[config.mk]
export PLATFORM = sky130hd
export DESIGN_NAME = alarm_clock_tick_engine
export DESIGN_NICKNAME = d
export VERILOG_FILES = /design/src/design/acte_pkg.sv /design/src/design/acte_cfg_regs.sv /design/src/design/acte_step.sv /design/src/design/acte_out_fifo.sv /design/src/design/alarm_clock_tick_engine.sv
export SDC_FILE = /design/constraint.sdc
export NUM_CORES = 1
export LEC_CHECK = 0
export BUFFER_PORTS_ARGS = -buffer_cell sky130_fd_sc_hd__buf_4
export CAP_MARGIN = 20
export CORE_MARGIN = 1.5
export CORE_UTILIZATION = 60
export DETAILED_ROUTE_END_ITERATION = 16
export PLACE_DENSITY = 0.8
export SKIP_LAST_GASP = 1
export SYNTH_ARGS = -nofsm -noshare
export SYNTH_HDL_FRONTEND = slang
export SYNTH_SLANG_ARGS = --single-unit
[constraint.sdc]
create_clock -name i_clk -period 10.89 [get_ports i_clk]
set_input_delay 1.089 -clock i_clk [delete_from_list [all_inputs] [get_ports i_clk]]
set_output_delay 1.089 -clock i_clk [all_outputs]
set_load 0.03 [all_outputs]
[src/design/acte_pkg.sv]
// Shared types, constants and register codes for the alarm clock tick engine.
`timescale 1ns / 1ps
`default_nettype none

package acte_pkg;

    // Default divider length in ticks per second
    localparam int TICKS_PER_SECOND_DEF = 64;

    // Field widths
    localparam int HOUR_W   = 5;
    localparam int MIN_W    = 6;
    localparam int SEC_W    = 6;
    localparam int COUNT_W  = 8;
    localparam int LIGHT_W  = 10;
    localparam int CFG_IDX_W  = 3;
    localparam int CFG_DATA_W = 10;

    // Stream widths
    localparam int S_TDATA_W = 32;
    localparam int M_TDATA_W = 24;

    // Seconds and minutes wrap here
    localparam logic [6:0] SIXTY = 7'd60;

    // Output queue depth
    localparam int OQ_DEPTH = 3;
    localparam int OQ_PTR_W = 2;
    localparam int OQ_CNT_W = 2;

    // Operation codes carried in tuser
    typedef enum logic {
        OP_TICK     = 1'b0,
        OP_SET_TIME = 1'b1
    } t_op;

    // Configuration register indexes
    typedef enum logic [CFG_IDX_W-1:0] {
        CFG_ALARM_HOUR    = 3'd0,
        CFG_ALARM_MINUTE  = 3'd1,
        CFG_MOTOR_SECONDS = 3'd2,
        CFG_LAMP_SECONDS  = 3'd3,
        CFG_LIGHT_THRESH  = 3'd4,
        CFG_LIGHT_HYST    = 3'd5,
        CFG_HOUR_MAX      = 3'd6,
        CFG_HOUR_MIN      = 3'd7
    } t_cfg_idx;

    // Configuration register reset values
    localparam logic [HOUR_W-1:0]  RST_ALARM_HOUR    = 5'd6;
    localparam logic [MIN_W-1:0]   RST_ALARM_MINUTE  = 6'd0;
    localparam logic [COUNT_W-1:0] RST_MOTOR_SECONDS = 8'd30;
    localparam logic [COUNT_W-1:0] RST_LAMP_SECONDS  = 8'd60;
    localparam logic [LIGHT_W-1:0] RST_LIGHT_THRESH  = 10'd512;
    localparam logic [LIGHT_W-1:0] RST_LIGHT_HYST    = 10'd16;
    localparam logic [HOUR_W-1:0]  RST_HOUR_MAX      = 5'd23;
    localparam logic [HOUR_W-1:0]  RST_HOUR_MIN      = 5'd0;

    typedef struct packed {
        logic [HOUR_W-1:0]  alarm_hour;
        logic [MIN_W-1:0]   alarm_minute;
        logic [COUNT_W-1:0] motor_seconds;
        logic [COUNT_W-1:0] lamp_seconds;
        logic [LIGHT_W-1:0] light_threshold;
        logic [LIGHT_W-1:0] light_hysteresis;
        logic [HOUR_W-1:0]  hour_max;
        logic [HOUR_W-1:0]  hour_min;
    } t_cfg;

    typedef struct packed {
        t_op                operation;
        logic [LIGHT_W-1:0] sense_sample;
        logic [HOUR_W-1:0]  new_hour;
        logic [MIN_W-1:0]   new_minute;
        logic [SEC_W-1:0]   new_second;
    } t_item;

    typedef struct packed {
        logic               second_pulse;
        logic               half_second_pulse;
        logic               lamp_drive;
        logic               motor_drive;
        logic [SEC_W-1:0]   second_now;
        logic [MIN_W-1:0]   minute_now;
        logic [HOUR_W-1:0]  hour_now;
    } t_result;

    localparam int RESULT_W = $bits(t_result);

endpackage

`default_nettype wire

[src/design/acte_cfg_regs.sv]
// Configuration register file for the alarm clock tick engine.
`timescale 1ns / 1ps
`default_nettype none

module acte_cfg_regs (
    input  wire                               i_clk,
    input  wire                               i_rst_n,
    input  wire                               i_cfg_valid,
    output logic                              o_cfg_ready,
    input  wire  [acte_pkg::CFG_IDX_W-1:0]    i_cfg_index,
    input  wire  [acte_pkg::CFG_DATA_W-1:0]   i_cfg_data,
    output acte_pkg::t_cfg                    o_cfg
);

    acte_pkg::t_cfg r_cfg;
    acte_pkg::t_cfg n_cfg;

    // Writes are taken every cycle
    assign o_cfg_ready = 1'b1;
    assign o_cfg       = r_cfg;

    // Register write decode
    always_comb begin
        n_cfg = r_cfg;
        if (i_cfg_valid) begin
            unique case (acte_pkg::t_cfg_idx'(i_cfg_index))
                acte_pkg::CFG_ALARM_HOUR:
                    n_cfg.alarm_hour = i_cfg_data[acte_pkg::HOUR_W-1:0];
                acte_pkg::CFG_ALARM_MINUTE:
                    n_cfg.alarm_minute = i_cfg_data[acte_pkg::MIN_W-1:0];
                acte_pkg::CFG_MOTOR_SECONDS:
                    n_cfg.motor_seconds = i_cfg_data[acte_pkg::COUNT_W-1:0];
                acte_pkg::CFG_LAMP_SECONDS:
                    n_cfg.lamp_seconds = i_cfg_data[acte_pkg::COUNT_W-1:0];
                acte_pkg::CFG_LIGHT_THRESH:
                    n_cfg.light_threshold = i_cfg_data[acte_pkg::LIGHT_W-1:0];
                acte_pkg::CFG_LIGHT_HYST:
                    n_cfg.light_hysteresis = i_cfg_data[acte_pkg::LIGHT_W-1:0];
                acte_pkg::CFG_HOUR_MAX:
                    n_cfg.hour_max = i_cfg_data[acte_pkg::HOUR_W-1:0];
                acte_pkg::CFG_HOUR_MIN:
                    n_cfg.hour_min = i_cfg_data[acte_pkg::HOUR_W-1:0];
            endcase
        end
    end

    always_ff @(posedge i_clk) begin
        if (!i_rst_n) begin
            r_cfg.alarm_hour       <= acte_pkg::RST_ALARM_HOUR;
            r_cfg.alarm_minute     <= acte_pkg::RST_ALARM_MINUTE;
            r_cfg.motor_seconds    <= acte_pkg::RST_MOTOR_SECONDS;
            r_cfg.lamp_seconds     <= acte_pkg::RST_LAMP_SECONDS;
            r_cfg.light_threshold  <= acte_pkg::RST_LIGHT_THRESH;
            r_cfg.light_hysteresis <= acte_pkg::RST_LIGHT_HYST;
            r_cfg.hour_max         <= acte_pkg::RST_HOUR_MAX;
            r_cfg.hour_min         <= acte_pkg::RST_HOUR_MIN;
        end else begin
            r_cfg <= n_cfg;
        end
    end

endmodule

`default_nettype wire

[src/design/acte_step.sv]
// Input register, time-of-day state and one-item update logic.
`timescale 1ns / 1ps
`default_nettype none

module acte_step #(
    parameter int TICKS_PER_SECOND = acte_pkg::TICKS_PER_SECOND_DEF
) (
    input  wire                 i_clk,
    input  wire                 i_rst_n,
    input  wire                 i_in_accept,
    input  acte_pkg::t_item     i_item,
    input  acte_pkg::t_cfg      i_cfg,
    output logic                o_busy,
    output logic                o_res_valid,
    output acte_pkg::t_result   o_result
);

    localparam int DIV_W = $clog2(TICKS_PER_SECOND);
    localparam logic [DIV_W-1:0] DIV_RELOAD = DIV_W'(TICKS_PER_SECOND - 1);
    localparam logic [DIV_W-1:0] DIV_HALF   = DIV_W'(TICKS_PER_SECOND / 2);

    // Input register
    logic             r_in_valid;
    acte_pkg::t_item  r_item;

    // Clock state
    logic [DIV_W-1:0]                r_div,   n_div;
    logic [acte_pkg::SEC_W-1:0]      r_sec,   n_sec;
    logic [acte_pkg::MIN_W-1:0]      r_min,   n_min;
    logic [acte_pkg::HOUR_W-1:0]     r_hour,  n_hour;
    logic [acte_pkg::COUNT_W-1:0]    r_motor_left, n_motor_left;
    logic [acte_pkg::COUNT_W-1:0]    r_lamp_left,  n_lamp_left;
    logic                            r_motor_active, n_motor_active;
    logic                            r_lamp_on,  n_lamp_on;

    // Intermediate values of the second step
    logic [6:0]                      sec_inc;
    logic [6:0]                      min_inc;
    logic [5:0]                      hour_inc;
    logic [acte_pkg::LIGHT_W:0]      lamp_on_level;
    logic                            half_pulse;
    logic                            sec_pulse;

    always_ff @(posedge i_clk) begin
        if (!i_rst_n) begin
            r_in_valid <= 1'b0;
        end else begin
            r_in_valid <= i_in_accept;
        end
    end

    always_ff @(posedge i_clk) begin
        if (i_in_accept) begin
            r_item <= i_item;
        end
    end

    // Next state for the registered item
    always_comb begin
        n_div          = r_div;
        n_sec          = r_sec;
        n_min          = r_min;
        n_hour         = r_hour;
        n_motor_left   = r_motor_left;
        n_lamp_left    = r_lamp_left;
        n_motor_active = r_motor_active;
        n_lamp_on      = r_lamp_on;
        half_pulse     = 1'b0;
        sec_pulse      = 1'b0;
        sec_inc        = {1'b0, r_sec} + 7'd1;
        min_inc        = {1'b0, r_min} + 7'd1;
        hour_inc       = {1'b0, r_hour};
        lamp_on_level  = {1'b0, i_cfg.light_threshold} + {1'b0, i_cfg.light_hysteresis};

        if (r_in_valid) begin
            if (r_item.operation == acte_pkg::OP_SET_TIME) begin
                n_hour = r_item.new_hour;
                n_min  = r_item.new_minute;
                n_sec  = r_item.new_second;
            end else if (r_div != '0) begin
                half_pulse = (r_div == DIV_HALF);
                n_div      = r_div - DIV_W'(1);
            end else begin
                n_div     = DIV_RELOAD;
                sec_pulse = 1'b1;
                // Seconds / minutes / hours roll
                if (sec_inc >= acte_pkg::SIXTY) begin
                    n_sec = '0;
                    if (min_inc >= acte_pkg::SIXTY) begin
                        min_inc  = '0;
                        hour_inc = hour_inc + 6'd1;
                    end
                    if (hour_inc > {1'b0, i_cfg.hour_max}) begin
                        hour_inc = {1'b0, i_cfg.hour_min};
                    end
                    n_min  = min_inc[acte_pkg::MIN_W-1:0];
                    n_hour = hour_inc[acte_pkg::HOUR_W-1:0];
                    // Alarm compare at minute rollover
                    if (i_cfg.alarm_hour == n_hour && i_cfg.alarm_minute == n_min) begin
                        n_motor_left   = i_cfg.motor_seconds;
                        n_lamp_left    = i_cfg.lamp_seconds;
                        n_motor_active = 1'b1;
                    end
                end else begin
                    n_sec = sec_inc[acte_pkg::SEC_W-1:0];
                end
                // Motor countdown
                if (n_motor_left != '0) begin
                    if (n_motor_left == acte_pkg::COUNT_W'(1)) begin
                        n_motor_active = 1'b0;
                    end
                    n_motor_left = n_motor_left - acte_pkg::COUNT_W'(1);
                end
                // Lamp window with hysteresis
                if (n_lamp_left != '0) begin
                    priority if (n_lamp_left == acte_pkg::COUNT_W'(1)) begin
                        n_lamp_on = 1'b0;
                    end else if ({1'b0, r_item.sense_sample} > lamp_on_level) begin
                        n_lamp_on = 1'b1;
                    end else if (r_item.sense_sample < i_cfg.light_threshold) begin
                        n_lamp_on = 1'b0;
                    end else begin
                        // between the two levels the lamp keeps its state
                        n_lamp_on = r_lamp_on;
                    end
                    n_lamp_left = n_lamp_left - acte_pkg::COUNT_W'(1);
                end
            end
        end
    end

    always_ff @(posedge i_clk) begin
        if (!i_rst_n) begin
            r_div          <= '0;
            r_sec          <= '0;
            r_min          <= '0;
            r_hour         <= '0;
            r_motor_left   <= '0;
            r_lamp_left    <= '0;
            r_motor_active <= 1'b0;
            r_lamp_on      <= 1'b0;
        end else begin
            r_div          <= n_div;
            r_sec          <= n_sec;
            r_min          <= n_min;
            r_hour         <= n_hour;
            r_motor_left   <= n_motor_left;
            r_lamp_left    <= n_lamp_left;
            r_motor_active <= n_motor_active;
            r_lamp_on      <= n_lamp_on;
        end
    end

    // Result goes to the output queue in the same cycle
    assign o_busy      = r_in_valid;
    assign o_res_valid = r_in_valid;
    always_comb begin
        o_result.hour_now          = n_hour;
        o_result.minute_now        = n_min;
        o_result.second_now        = n_sec;
        o_result.motor_drive       = n_motor_active;
        o_result.lamp_drive        = n_lamp_on;
        o_result.half_second_pulse = half_pulse;
        o_result.second_pulse      = sec_pulse;
    end

endmodule

`default_nettype wire

[src/design/acte_out_fifo.sv]
// Small result queue that decouples the master stream from the update stage.
`timescale 1ns / 1ps
`default_nettype none

module acte_out_fifo (
    input  wire                               i_clk,
    input  wire                               i_rst_n,
    input  wire                               i_push,
    input  acte_pkg::t_result                 i_data,
    input  wire                               i_pop,
    output logic                              o_valid,
    output acte_pkg::t_result                 o_data,
    output logic [acte_pkg::OQ_CNT_W-1:0]     o_count
);

    acte_pkg::t_result                 r_mem [acte_pkg::OQ_DEPTH];
    logic [acte_pkg::OQ_PTR_W-1:0]     r_wr_ptr, n_wr_ptr;
    logic [acte_pkg::OQ_PTR_W-1:0]     r_rd_ptr, n_rd_ptr;
    logic [acte_pkg::OQ_CNT_W-1:0]     r_count,  n_count;
    logic                              do_pop;

    assign do_pop  = i_pop && (r_count != '0);
    assign o_valid = (r_count != '0);
    assign o_data  = r_mem[r_rd_ptr];
    assign o_count = r_count;

    // Pointer and fill tracking
    always_comb begin
        n_wr_ptr = r_wr_ptr;
        n_rd_ptr = r_rd_ptr;
        n_count  = r_count;
        if (i_push) begin
            n_wr_ptr = (r_wr_ptr == acte_pkg::OQ_PTR_W'(acte_pkg::OQ_DEPTH - 1)) ?
                       '0 : r_wr_ptr + acte_pkg::OQ_PTR_W'(1);
        end
        if (do_pop) begin
            n_rd_ptr = (r_rd_ptr == acte_pkg::OQ_PTR_W'(acte_pkg::OQ_DEPTH - 1)) ?
                       '0 : r_rd_ptr + acte_pkg::OQ_PTR_W'(1);
        end
        unique case ({i_push, do_pop})
            2'b10:   n_count = r_count + acte_pkg::OQ_CNT_W'(1);
            2'b01:   n_count = r_count - acte_pkg::OQ_CNT_W'(1);
            default: n_count = r_count;
        endcase
    end

    always_ff @(posedge i_clk) begin
        if (!i_rst_n) begin
            r_wr_ptr <= '0;
            r_rd_ptr <= '0;
            r_count  <= '0;
        end else begin
            r_wr_ptr <= n_wr_ptr;
            r_rd_ptr <= n_rd_ptr;
            r_count  <= n_count;
        end
    end

    // Entry storage
    always_ff @(posedge i_clk) begin
        if (i_push) begin
            r_mem[r_wr_ptr] <= i_data;
        end
    end

endmodule

`default_nettype wire

[src/design/alarm_clock_tick_engine.sv]
// Top level of the alarm clock tick engine.
//
//  channel   direction  handshake              payload
//  s_axis    in         tvalid / tready        tdata: item fields, tuser: operation
//  m_axis    out        tvalid / tready        tdata: time, drives, pulses
//  cfg       in         i_cfg_valid / o_cfg_ready  i_cfg_index, i_cfg_data
//
// One item per clock while s_axis tready is high. An accepted item is held in the
// input register; in the cycle after acceptance the clock state is updated and its
// result written into a three-entry output queue, which offers it on m_axis.
// s_axis tready depends only on registers (queue fill plus the input stage);
// a stalled m_axis lets up to three results collect before input is held off.
// Synchronous active-low reset clears clock state and queue and resets the config.
`timescale 1ns / 1ps
`default_nettype none

module alarm_clock_tick_engine #(
    parameter int TICKS_PER_SECOND = acte_pkg::TICKS_PER_SECOND_DEF
) (
    input  wire                                 i_clk,
    input  wire                                 i_rst_n,
    // sense_sample[9:0], new_hour[14:10], new_minute[20:15], new_second[26:21]
    input  wire  [acte_pkg::S_TDATA_W-1:0]      s_axis_tdata,
    // operation[0]
    input  wire                                 s_axis_tuser,
    input  wire                                 s_axis_tvalid,
    output logic                                s_axis_tready,
    // hour_now[4:0], minute_now[10:5], second_now[16:11], motor_drive[17],
    // lamp_drive[18], half_second_pulse[19], second_pulse[20]
    output logic [acte_pkg::M_TDATA_W-1:0]      m_axis_tdata,
    output logic                                m_axis_tvalid,
    input  wire                                 m_axis_tready,
    input  wire                                 i_cfg_valid,
    output logic                                o_cfg_ready,
    input  wire  [acte_pkg::CFG_IDX_W-1:0]      i_cfg_index,
    input  wire  [acte_pkg::CFG_DATA_W-1:0]     i_cfg_data
);

    acte_pkg::t_cfg                    cfg;
    acte_pkg::t_item                   item;
    acte_pkg::t_result                 res;
    acte_pkg::t_result                 out_res;
    logic                              res_valid;
    logic                              stage_busy;
    logic [acte_pkg::OQ_CNT_W-1:0]     oq_count;
    logic [acte_pkg::OQ_CNT_W:0]       in_flight;
    logic                              in_accept;

    // Unpack the input transaction
    always_comb begin
        item.operation    = acte_pkg::t_op'(s_axis_tuser);
        item.sense_sample = s_axis_tdata[9:0];
        item.new_hour     = s_axis_tdata[14:10];
        item.new_minute   = s_axis_tdata[20:15];
        item.new_second   = s_axis_tdata[26:21];
    end

    // Room for the item in the queue once the input stage drains
    assign in_flight     = {1'b0, oq_count} + {{acte_pkg::OQ_CNT_W{1'b0}}, stage_busy};
    assign s_axis_tready = (in_flight < (acte_pkg::OQ_CNT_W + 1)'(acte_pkg::OQ_DEPTH));
    assign in_accept     = s_axis_tvalid && s_axis_tready;

    acte_cfg_regs u_cfg (
        .i_clk       (i_clk),
        .i_rst_n     (i_rst_n),
        .i_cfg_valid (i_cfg_valid),
        .o_cfg_ready (o_cfg_ready),
        .i_cfg_index (i_cfg_index),
        .i_cfg_data  (i_cfg_data),
        .o_cfg       (cfg)
    );

    acte_step #(
        .TICKS_PER_SECOND (TICKS_PER_SECOND)
    ) u_step (
        .i_clk       (i_clk),
        .i_rst_n     (i_rst_n),
        .i_in_accept (in_accept),
        .i_item      (item),
        .i_cfg       (cfg),
        .o_busy      (stage_busy),
        .o_res_valid (res_valid),
        .o_result    (res)
    );

    acte_out_fifo u_oq (
        .i_clk   (i_clk),
        .i_rst_n (i_rst_n),
        .i_push  (res_valid),
        .i_data  (res),
        .i_pop   (m_axis_tready),
        .o_valid (m_axis_tvalid),
        .o_data  (out_res),
        .o_count (oq_count)
    );

    // Pack the output transaction
    assign m_axis_tdata = {{(acte_pkg::M_TDATA_W - acte_pkg::RESULT_W){1'b0}}, out_res};

endmodule

`default_nettype wire

**Yosys cells after proc, flatten, opt, wreduce, memory -nomap -nowiden**

Memory sizes are Yosys's and may differ from the RTL's. A register that Yosys moved wholly into a read port is not among the register bits.
Index checks and enable logic that the tools add are counted.

- Add/sub/neg operators: 12
- $lt $le $gt $ge: 6
- Equality and inequality tests: 16
- Mux-type cells: 67
- Bitwise operators: 2
- Reductions and logical operators: 19

Operator list:

| operator | number |
|---|---|
| two-way mux 6 bit | 19 |
| two-way mux 8 bit | 12 |
| two-way mux 5 bit | 9 |
| two-way mux 1 bit | 22 |
| AND reduction 2 bit | 9 |
| equality test 8 x 1 -> 1 bit, second input constant | 2 |
| nonzero test 8 bit | 2 |
| subtractor 8 x 1 -> 8 bit, second input constant | 2 |
| adder 6 x 1 -> 7 bit, second input constant | 2 |
| greater-or-equal comparator 7 x 6 -> 1 bit, second input constant | 2 |
| equality test 3 bit, second input constant | 4 |
| adder 10 x 10 -> 11 bit | 1 |
| greater-than comparator 10 x 11 -> 1 bit | 1 |
| less-than comparator 10 bit | 1 |
| two-way mux 2 bit | 4 |
| adder 2 x 1 -> 2 bit, second input constant | 3 |
| adder 5 x 1 -> 6 bit, second input constant | 1 |
| equality test 2 bit, second input constant | 3 |
| equality test 3 x 2 -> 1 bit, second input constant | 2 |
| equality test 6 bit | 1 |
| equality test 6 bit, second input constant | 1 |
| greater-than comparator 6 x 5 -> 1 bit | 1 |
| nonzero test 6 bit | 1 |
| subtractor 6 x 1 -> 6 bit, second input constant | 1 |
| 12 further kinds | 16 |

- Flip-flop bits (word level): 133
- RAM bits: 63
- Input port bits: 51
- Output and inout port bits: 27
- Word-level logic and storage cells: 148
- Memories kept: 1

Memories:

| memory | depth | bits a word | rd ports | clocked after memory_dff | write ports | RTL line | RTL |
|---|---|---|---|---|---|---|---|
| u_oq.r_mem | 3 | 21 | 1 | 1 | 1 | acte_out_fifo.sv:16 | `acte_pkg::t_result r_mem [acte_pkg::OQ_DEPTH];` |

**Depth between registers and ports, before layout**

Gate-level depths: netlist (run 1).

- Word-level depth: 26
- Gate-level depth with buffers: 24

**Modules after synthesis**

Synthesis (run 1) repeated with hierarchy kept, for this count alone.

- Cell total of the unflattened synthesis: 1027
- Area total of the unflattened synthesis: 10278.6 um^2

By module, submodules not included:

| module | times used | cells an instance | area each (um^2) | seq. area each (um^2) |
|---|---|---|---|---|
| acte_step | 1 | 637 | 5357.6 | 1681.6 |
| acte_out_fifo | 1 | 167 | 2638.8 | 2052.0 |
| acte_cfg_regs | 1 | 215 | 2215.9 | 1141.1 |
| alarm_clock_tick_engine | 1 | 8 | 66.3 | 0.0 |

**Least setup slack after synthesis (run 1)**

Ideal clock, no wire load.

- Path type: reg-to-reg
- Start point: register u_step.r_min[1] in the netlist's numbering
- End point: register u_step.r_lamp_left[4] in the netlist's numbering
- Setup time: 0.074 ns
- Data arrival time: 5.058 ns
- Data required time: 10.816 ns
- Path slack: 5.757 ns
- Cell stages (with the launch flop): 24
- Buffers on the path: 3
- Clock period less this slack: 5.133 ns
- Cells stage by stage: dfxtp_1 > ha_1 > buf_6 > nand4bb_4 > o221a_4 > o31a_1 > or2_2 > ha_1 > a2111oi_2 > o21ai_0 > nand2_2 > nand2_1 > a222oi_1 > xnor2_1 > and4bb_4 > buf_6 > buf_4 > mux2i_1 > ha_1 > nand2_1 > or3_1 > a21oi_1 > nor3_1 > o21ai_0

- Longest elaborated chain between the ends: 22
- Elaborated cells on any way between the ends: 29
- Those cells by class: 2 x add/sub; 2 x order compare; 2 x eq/ne; 21 x mux; 2 x reduce/logical

Ends and longest elaborated chain:

| element | RTL line | RTL |
|---|---|---|
| from (decl) | acte_step.sv:29 | `logic [acte_pkg::MIN_W-1:0] r_min, n_min;` |
| from (signal assigned) | acte_step.sv:145 | `r_min <= n_min;` |
| adder 6 x 1 -> 7 bit * | acte_step.sv:71 | `min_inc = {1'b0, r_min} + 7'd1;` |
| greater-or-equal comparator 7 x 6 -> 1 bit | acte_step.sv:89 | `if (min_inc >= acte_pkg::SIXTY) begin` |
| two-way mux 6 bit | acte_step.sv:89 |  |
| two-way mux 6 bit | acte_step.sv:87 | `if (sec_inc >= acte_pkg::SIXTY) begin` |
| two-way mux 6 bit | acte_step.sv:80 | `end else if (r_div != '0) begin` |
| two-way mux 6 bit | acte_step.sv:76 | `if (r_item.operation == acte_pkg::OP_SET_TIME) begin` |
| two-way mux 6 bit | acte_step.sv:75 | `if (r_in_valid) begin` |
| greater-than comparator 6 x 5 -> 1 bit | acte_step.sv:93 | `if (hour_inc > {1'b0, i_cfg.hour_max}) begin` |
| (+6 left out) | -- |  |
| logical AND 1 bit * | acte_step.sv:99 | `if (i_cfg.alarm_hour == n_hour && i_cfg.alarm_minute == n_min) begin` |
| two-way mux 8 bit * | acte_step.sv:99 |  |
| two-way mux 8 bit * | acte_step.sv:87 |  |
| two-way mux 8 bit * | acte_step.sv:80 |  |
| two-way mux 8 bit * | acte_step.sv:76 |  |
| two-way mux 8 bit * | acte_step.sv:75 |  |
| subtractor 8 x 1 -> 8 bit or nonzero test 8 bit (tied branches) | acte_step.sv:126, acte_step.sv:115 |  |
| two-way mux 8 bit * | acte_step.sv:115 | `if (n_lamp_left != '0) begin` |
| to (signal assigned) | acte_step.sv:148 | `r_lamp_left <= n_lamp_left;` |
| to (decl) | acte_step.sv:32 | `logic [acte_pkg::COUNT_W-1:0] r_lamp_left, n_lamp_left;` |

Every way passes the cells marked *; elsewhere a longest branch is shown, timed or not. The select of a mux whose other input is x is not followed.
A chain may end at the register's enable or synchronous reset.

**Worst setup path after layout (run 1)**

- Start point: register u_step.r_min[0] in the netlist's numbering
- End point: register u_step.r_lamp_left[4] in the netlist's numbering

Same word-level chain as after synthesis.

==> out/qor.txt, run 1 <==
=======================================================================
Row cnt ..................................................           47
Total Neg Setup Slack ....................................         0 ns
Overall fraction of global-route tracks in use ...........        25.1%
Syn-to-layout area delta .................................        12.5%
Most numerous cell in the Yosys netlist ..................      nand2_1
Dominant synthesized flop cell ...........................      dfxtp_1
CTS clock-pin slew for the worst setup and hold paths ....      0.08 ns
Post-synthesis register bit count ........................          198
Ranking of synthesized cells by instance count ........... 172 x nand2_1, 107 x dfxtp_1, 91 x edfxtp_1
Internal power ...........................................    0.00128 W
Fraction of the yosys area taken by sequential cells .....        48.4%
Count of clock tree sinks ................................          198
Worst hold path endpoint ................................. u_cfg.o_cfg[19]$_SDFFE_PN0P_
Leakage component of the power ...........................      4.38 nW
Hold buffer count at CTS .................................            0
Worst IR Drop VDD ........................................   0.000109 V
Total power per unit cell area ...........................   162 nW/µm²
Leading post-synthesis cells by cell area ................ edfxtp_1 27%, dfxtp_1 21%, nand2_1 6.4%
Max clock buf depth ......................................            2
Kind of capture point of the worst setup path ............     register
Class of the tightest hold or removal check ..............   reg -> reg
Cell type with the highest aggregate area in the netlist .     edfxtp_1
Die area .................................................    17600 µm²
Placer congestion estimate ...............................        0.883
Sw power .................................................   0.000556 W
Number of filler instances in the final layout ...........         1287
Sequence of cells on the critical path ................... ha_1, nand4bb_4, o221a_4, o31a_1, or2_2, ha_1, a2111oi_2, o21ai_0, nand2_2, nand2_1, a222oi_1, xnor2_1, and4bb_4, mux2_2, inv_1, ha_1, nand2_1, or3_1, a21oi_1, nor3_1, o21ai_0
Fraction of power consumed by sequential logic ...........        46.9%
Number of diodes added for antenna fixing ................            0
Clock latency at the later pin of the worst-skew pair ....      0.44 ns
Startpoint types .........................................     register
Logic pwr share ..........................................        18.8%
Register-to-register setup slack .........................      4.87 ns
Outcome ..................................................    completed
Number of vias per cell after detailed routing ...........         5.83
Launch instance of the worst min-delay path .............. u_cfg.o_cfg[19]$_SDFFE_PN0P_
Slowest cell on the critical path ........................     and4bb_4
Worst rel slew slack .....................................        33.7%
Slew at the pin closest to its max-slew limit ............     0.991 ns
Crit Path Class ..........................................   reg -> reg
Design area ..............................................    11300 µm²
Number of flops mapped to enable cells by yosys ..........           91
Largest net degree at the start of global routing ........          109
Proportion of layout cells with a drive suffix above 1 ...        12.4%
WP data required .........................................     11.26 ns
Resized cells post-CTS ...................................            0
Net switching fraction of the power ......................        30.3%
Core occupancy in the finished layout ....................        68.8%
Number of CTS-inserted buffers ...........................           17
IO Port Bufs .............................................           68
Slowest stage delay, CP ..................................      0.64 ns
Count of cell types in the netlist .......................           80
Clock network fraction of design power ...................        34.4%
Count of final hold-check violations .....................            0
TritonRoute pass-1 iters .................................            8
Number of nets in the layout .............................         1182
Floorplan die width ......................................       133 µm
Post-synthesis area per instance .........................     9.70 µm²
Vias .....................................................         7682
Buffer cell driving the clock tree root ..................    clkbuf_16
Final Setup Violations ...................................            0
DRT Wirelength ...........................................     21400 µm
Final max-slew violation count ...........................            0
Final Skew ...............................................   0.00997 ns
Half-perimeter wire length after placement ...............     14300 µm
F_max ....................................................      166 MHz
Cell count after synthesis ...............................         1038
# H-tree levels ..........................................            4
Critical register-to-register path startpoint ............ u_step.r_min[0]$_SDFF_PN0_
Capture point of the worst reg-to-reg path ............... u_step.r_lamp_left[4]$_SDFFE_PN0P_
Number of DRC markers in iteration 0 .....................          745
Area share of the largest cell type after synthesis ......        27.1%
Tcrit/Tclk final .........................................        55.3%
Via count of the first global-routing pass ...............         7097
Remaining DRCs ...........................................            0
Critical-path maximum fanout .............................           30
Routed wirelength normalized by instance count ...........      16.2 µm
Number of post-CTS setup repair buffers ..................            0
CP Data Arrival Time .....................................      6.39 ns
Final antenna-violating net count ........................            0
Post-synthesis instance area .............................    10100 µm²
Area of the core .........................................    16500 µm²
Boundary pin count .......................................           78
FFs w/ async S/R, synth ..................................           0%
Cell area after placement ................................    10700 µm²
Most repeated library cell on the critical path ..........         ha_1
CTS tree .................................................         done
Initial antenna violation count ..........................            0
Total grt overflow .......................................            0
Die H ....................................................       133 µm
Initial core utilization .................................        61.2%
Count of yosys warnings during synthesis .................            0
Final worst path period need .............................      6.02 ns
Count of cells along the worst hold path .................            2
Path depth of the worst reg2reg path .....................           21
Max-cap viol count .......................................            0
Setup repair after global routing missed its margin ......        false
First-pass GRT wire length ...............................     35200 µm
=======================================================================
[per-layer routing]
metal	wire, µm	GRT usage [%]	up-vias
met5	0	0	-
li1	-	-	3809
met4	259	7.14	0
met3	866	3.60	21
met2	10700	43.5	195
met1	9610	32.8	3657
[per-stage QoR]
| stage | worst slack [ns] | std cells | hold WS [ns] | total power [W] |
|---|---|---|---|---|
| finish | 4.87 | 1318 | 0.480 | 0.00183 |
| global route | 4.44 | 1318 | 0.504 | 0.00191 |
| CTS | 4.92 | 1317 | 0.479 | 0.00184 |
| detailed placement | 4.95 | 1285 | 0.461 | 0.00122 |
| global placement | 5.05 | 1285 | 0.457 | 0.00121 |
| floorplan | 5.76 | 1040 | 0.445 | 0.00111 |
[power groups by stage]
stage | Combinational [W] | Clock [W] | Sequential [W]
after detailed placement | 0.000343 | 0 | 0.000874
after global routing | 0.000378 | 0.000669 | 0.000863
after global placement | 0.000336 | 0 | 0.000873
final | 0.000344 | 0.000629 | 0.000858
after CTS | 0.000345 | 0.000637 | 0.000858
after floorplan | 0.000246 | 0 | 0.000864
[cell families (layout without fill, tap and decap cells)]
kind of cell | Yosys count | in the layout | synth area share (%)
xor+xnor | 25 | 25 | 2.17
flops | 198 | 198 | 48.4
mux | 52 | 52 | 5.27
other cells | 2 | 4 | 0.0746
simple gates | 388 | 388 | 18.7
compound gates | 238 | 238 | 15.9
fa+ha+maj | 46 | 46 | 5.79
buf+inv | 89 | 147 | 3.76
[worst max-delay path, delay by kind of cell (launching register included)]
kind	cells	cell delay (ns)
AOI/OAI and AO/OA	7	1.96
xor gates and xnor gates	1	0.17
adders and majority gates	3	0.83
buffers and inverters	1	0.06
DFF	1	0.45
muxes	1	0.43
and+or+nand+nor	8	2.02
[flip-flops by register name, summed over array words and instances (netlist names), named ones only]
name / cells
u_oq.r_mem: 63
u_cfg.o_cfg: 57
u_step.r_item: 28
u_step.r_lamp_left: 8
u_step.r_motor_left: 8
u_step.r_div: 6
u_step.r_min: 6
u_step.r_sec: 6
u_step.r_hour: 5
u_oq.o_count: 2
u_oq.r_rd_ptr: 2
u_oq.r_wr_ptr: 2
u_step.o_busy: 1
u_step.r_lamp_on: 1
u_step.r_motor_active: 1
[layout by cell type, fill, tap and decap left out, types with 8 or more instances in the layout]
cell	netlist	routed
nand2_1	172	172
dfxtp_1	107	107
edfxtp_1	91	91
buf_4	6	77
o21ai_0	56	56
nor2_1	50	49
a21oi_1	47	47
mux2i_1	47	47
ha_1	45	45
inv_1	37	37
nand3_1	37	37
a21boi_0	37	37
and2_1	29	29
nor2b_1	27	27
clkbuf_16	0	17
nor3_1	15	14
xor2_1	13	13
xnor2_1	12	12
nor4_1	10	10
or3_1	10	10
and3_1	9	9
o21a_1	8	8
a22o_1	8	8
[cell type report]
type / instances / area (µm²) / area share [%]
Sequential cell: 198 / 4870 / 43.0
Multi-Input combinational cell: 753 / 4840 / 42.7
Tap cell: 220 / 275 / 2.43
Clock buffer: 17 / 425 / 3.75
Timing Repair Buffer: 78 / 606 / 5.34
Clock inverter: 15 / 175 / 1.55
Inverter: 37 / 139 / 1.23
[worst max-delay path by stage]
stage / endpoint / start / slack [ns]
global placement: u_step.r_lamp_left[4]$_SDFFE_PN0P_ / u_step.r_min[0]$_SDFF_PN0_ / 5.05
detailed placement: u_step.r_lamp_left[4]$_SDFFE_PN0P_ / u_step.r_min[0]$_SDFF_PN0_ / 4.95
global route: u_step.r_lamp_left[4]$_SDFFE_PN0P_ / u_step.r_min[0]$_SDFF_PN0_ / 4.44
finish: u_step.r_lamp_left[4]$_SDFFE_PN0P_ / u_step.r_min[0]$_SDFF_PN0_ / 4.87
CTS: u_step.r_lamp_left[4]$_SDFFE_PN0P_ / u_step.r_min[0]$_SDFF_PN0_ / 4.92
floorplan: u_step.r_lamp_left[4]$_SDFFE_PN0P_ / u_step.r_min[1]$_SDFF_PN0_ / 5.76
(Power assumes the default switching activity.)
==> run 2: changes to the inputs <==
CORE_UTILIZATION = 55   (was 60)
PLACE_DENSITY = 0.77   (was 0.8)
clock period = 5.1 ns   (was 10.89 ns; I/O delays follow)
==> out/qor.txt, run 2 (synthesis results as in run 1) <==
=============================================================================
Outcome ........................................................    completed
TritonRoute pass-1 iters .......................................            5   -3
Largest net degree at the start of global routing ..............          109   unchanged
Sequence of cells on the critical path ......................... ha_1, nand4bb_4, o221a_4, o31a_1, or2_2, ha_2, o21a_1, o22a_1, nand2_2, and2_1, a222oi_1, buf_4, xnor2_1, and4bb_4, mux2i_2, ha_4, nand2_2, or3_1, a21oi_2, nor3_1, o21ai_1
Most common cell after layout, fill and taps aside .............      nand2_1
Buffer cell driving the clock tree root ........................    clkbuf_16
Kind of capture point of the worst setup path ..................     register
Commonest cells after routing, fill and taps aside ............. 170 x nand2_1, 107 x dfxtp_1, 100 x buf_4
CTS tree .......................................................         done
Final antenna-violating net count ..............................            0   unchanged
Minimum hold slack .............................................     0.243 ns   -0.236 ns
Register-to-register setup slack ...............................      0.15 ns   -4.72 ns
Remaining DRCs .................................................            0   unchanged
Number of flip-flops in the largest register ...................           63   unchanged
Max-cap viol count .............................................            0   unchanged
Final max-slew violation count .................................            0   unchanged
Hold buffer count at CTS .......................................            0   unchanged
Count of final hold-check violations ...........................            0   unchanged
Logic pwr share ................................................        19.1%   +0.3 points
Startpoint types ...............................................     register
CTS clock-pin slew for the worst setup and hold paths ..........      0.08 ns   about the same
Register name with the most flops ..............................   u_oq.r_mem
Boundary pin count .............................................           78   unchanged
Critical-path maximum fanout ...................................            6   -80%
Max clock buf depth ............................................            2   unchanged
Tcrit/Tclk final ...............................................        97.2%   +42 points
Final Setup Violations .........................................            0   unchanged
Worst IR Drop VDD ..............................................   0.000261 V   +140%
Count of clock tree sinks ......................................          198   unchanged
Initial core utilization .......................................        56.1%   -5.1 points
# H-tree levels ................................................            4   unchanged
Design area ....................................................    11600 µm²   +2.6%
Slowest cell on the critical path ..............................     and4bb_4
IO Port Bufs ...................................................           68   unchanged
Die H ..........................................................       138 µm   +4.3%
Clock network fraction of design power .........................        34.6%   +0.2 points
First-pass GRT wire length .....................................     35600 µm   +1.2%
Number of buffers and inverters on the critical path ...........            1   unchanged
Slew at the pin closest to its max-slew limit ..................     0.987 ns   -0.00415 ns
Cell area after placement ......................................    10800 µm²   +1.3%
Floorplan die width ............................................       138 µm   +4.3%
Internal power .................................................    0.00274 W   +110%
Half-perimeter wire length after placement .....................     15100 µm   +5.7%
Number of diodes added for antenna fixing ......................            0   unchanged
Syn-to-layout area delta .......................................        15.5%
Slowest stage delay, CP ........................................      0.42 ns   -0.22 ns
Dominant delay contributor by cell family on the critical path . simple AND/OR/NAND/NOR gates
Fraction of power consumed by sequential logic .................        46.3%   -0.6 points
Number of nets in the layout ...................................         1206   +2.0%
Proportion of layout cells with a drive suffix above 1 .........        15.4%   +3.0 points
Sw power .......................................................    0.00121 W   +120%
DRT Wirelength .................................................     22100 µm   +3.4%
Final worst path period need ...................................      4.95 ns   -1.07 ns
Routed wirelength normalized by instance count .................      16.4 µm   +0.88%
Initial antenna violation count ................................            0   unchanged
Number of DRC markers in iteration 0 ...........................          491   -34%
Total grt overflow .............................................            0   unchanged
Clock latency at the later pin of the worst-skew pair ..........      0.44 ns   about the same
Placer congestion estimate .....................................        0.891   +0.95%
Area taken by flip-flops and latches ...........................     4870 µm²   unchanged
Via count of the first global-routing pass .....................         7397   +4.2%
Class of the tightest hold or removal check ....................    in -> reg
Leakage component of the power .................................      4.52 nW   +3.1%
Number of vias per cell after detailed routing .................         5.83   about the same
Number of filler instances in the final layout .................         1460   +13%
Overall fraction of global-route tracks in use .................        22.9%   -2.2 points
Number of CTS-inserted buffers .................................           17   unchanged
Total power per unit cell area .................................   339 nW/µm²   +110%
Worst rel slew slack ...........................................        34.2%   +0.52 points
Number of cells in the finished layout apart from fillers ......         1351   +2.5%
Vias ...........................................................         7872   +2.5%
Net switching fraction of the power ............................        30.6%   +0.21 points
Final Skew .....................................................    0.0114 ns   +0.00143 ns
Most repeated library cell on the critical path ................      nand2_2
Number of instances in the placed design .......................         1310   +1.9%
F_max ..........................................................      202 MHz   +22%
Area occupied by multi-input gates .............................     4910 µm²   +1.6%
Total Neg Setup Slack ..........................................         0 ns   unchanged
Row cnt ........................................................           49   +4.3%
CP Data Arrival Time ...........................................      5.33 ns   -1.06 ns
Area of the core ...............................................    18000 µm²   +9.1%
Crit Path Class ................................................   reg -> reg
Die area .......................................................    19100 µm²   +8.9%
WP data required ...............................................      5.48 ns   -5.78 ns
=============================================================================
[run 2: path summary, 6_finish.rpt]
check	start	endpoint	depth (start not counted)
min	s_axis_tdata[17]	u_step.r_item[8]$_DFFE_PP_	1
max	u_step.r_min[0]$_SDFF_PN0_	u_step.r_lamp_left[4]$_SDFFE_PN0P_	21
max reg2reg	u_step.r_min[0]$_SDFF_PN0_	u_step.r_lamp_left[4]$_SDFFE_PN0P_	21
min reg2reg	u_cfg.o_cfg[18]$_SDFFE_PN0P_	u_cfg.o_cfg[18]$_SDFFE_PN0P_	2
[run 2: repair_timing]
action                                  CTS  global route
endpoints found under the setup margin    3            11
pin swaps                                 3             9
cloned                                    0             0
setup buffers                             4             5
resized for setup                         2            17
[run 2: power by group through the flow]
stage | Clock [W] | Sequential, W | Combinational (W)
final | 0.00136 | 0.00183 | 0.000755
after global routing | 0.00144 | 0.00184 | 0.000830
after CTS | 0.00139 | 0.00183 | 0.000753
after detailed placement | 0 | 0.00186 | 0.000748
after global placement | 0 | 0.00186 | 0.000729
after floorplan | 0 | 0.00184 | 0.000526
[run 2: cell type report]
cell class,count,area share (%)
sequential,198,41.9
tap,229,2.46
timing repair buffer,102,6.75
multi-input combinational,753,42.2
clock buffer,17,3.66
inverter,37,1.19
clock inverter,15,1.80
[run 2: per-stage QoR]
stage | power (W) | util (%) | worst slack [ns]
6_report | 0.00395 | 64.8 | 0.145
5_1_grt | 0.00411 | 64.8 | -0.0743
4_1_cts | 0.00397 | 64.2 | 0.0000502
3_5_place_dp | 0.00261 | 60.4 | -0.280
3_3_place_gp | 0.00259 | 60.3 | 0.00792
2_1_floorplan | 0.00237 | - | 0.0342
[run 2: per-layer routing]
metal  share of wire [%]  vias up  global-route usage (%)
li1                    -     3860                       -
met1                  44     3730                    29.9
met2                  49      241                    39.1
met3                 5.1       41                    3.01
met4                 1.9        0                    8.09
met5                   0        -                       0
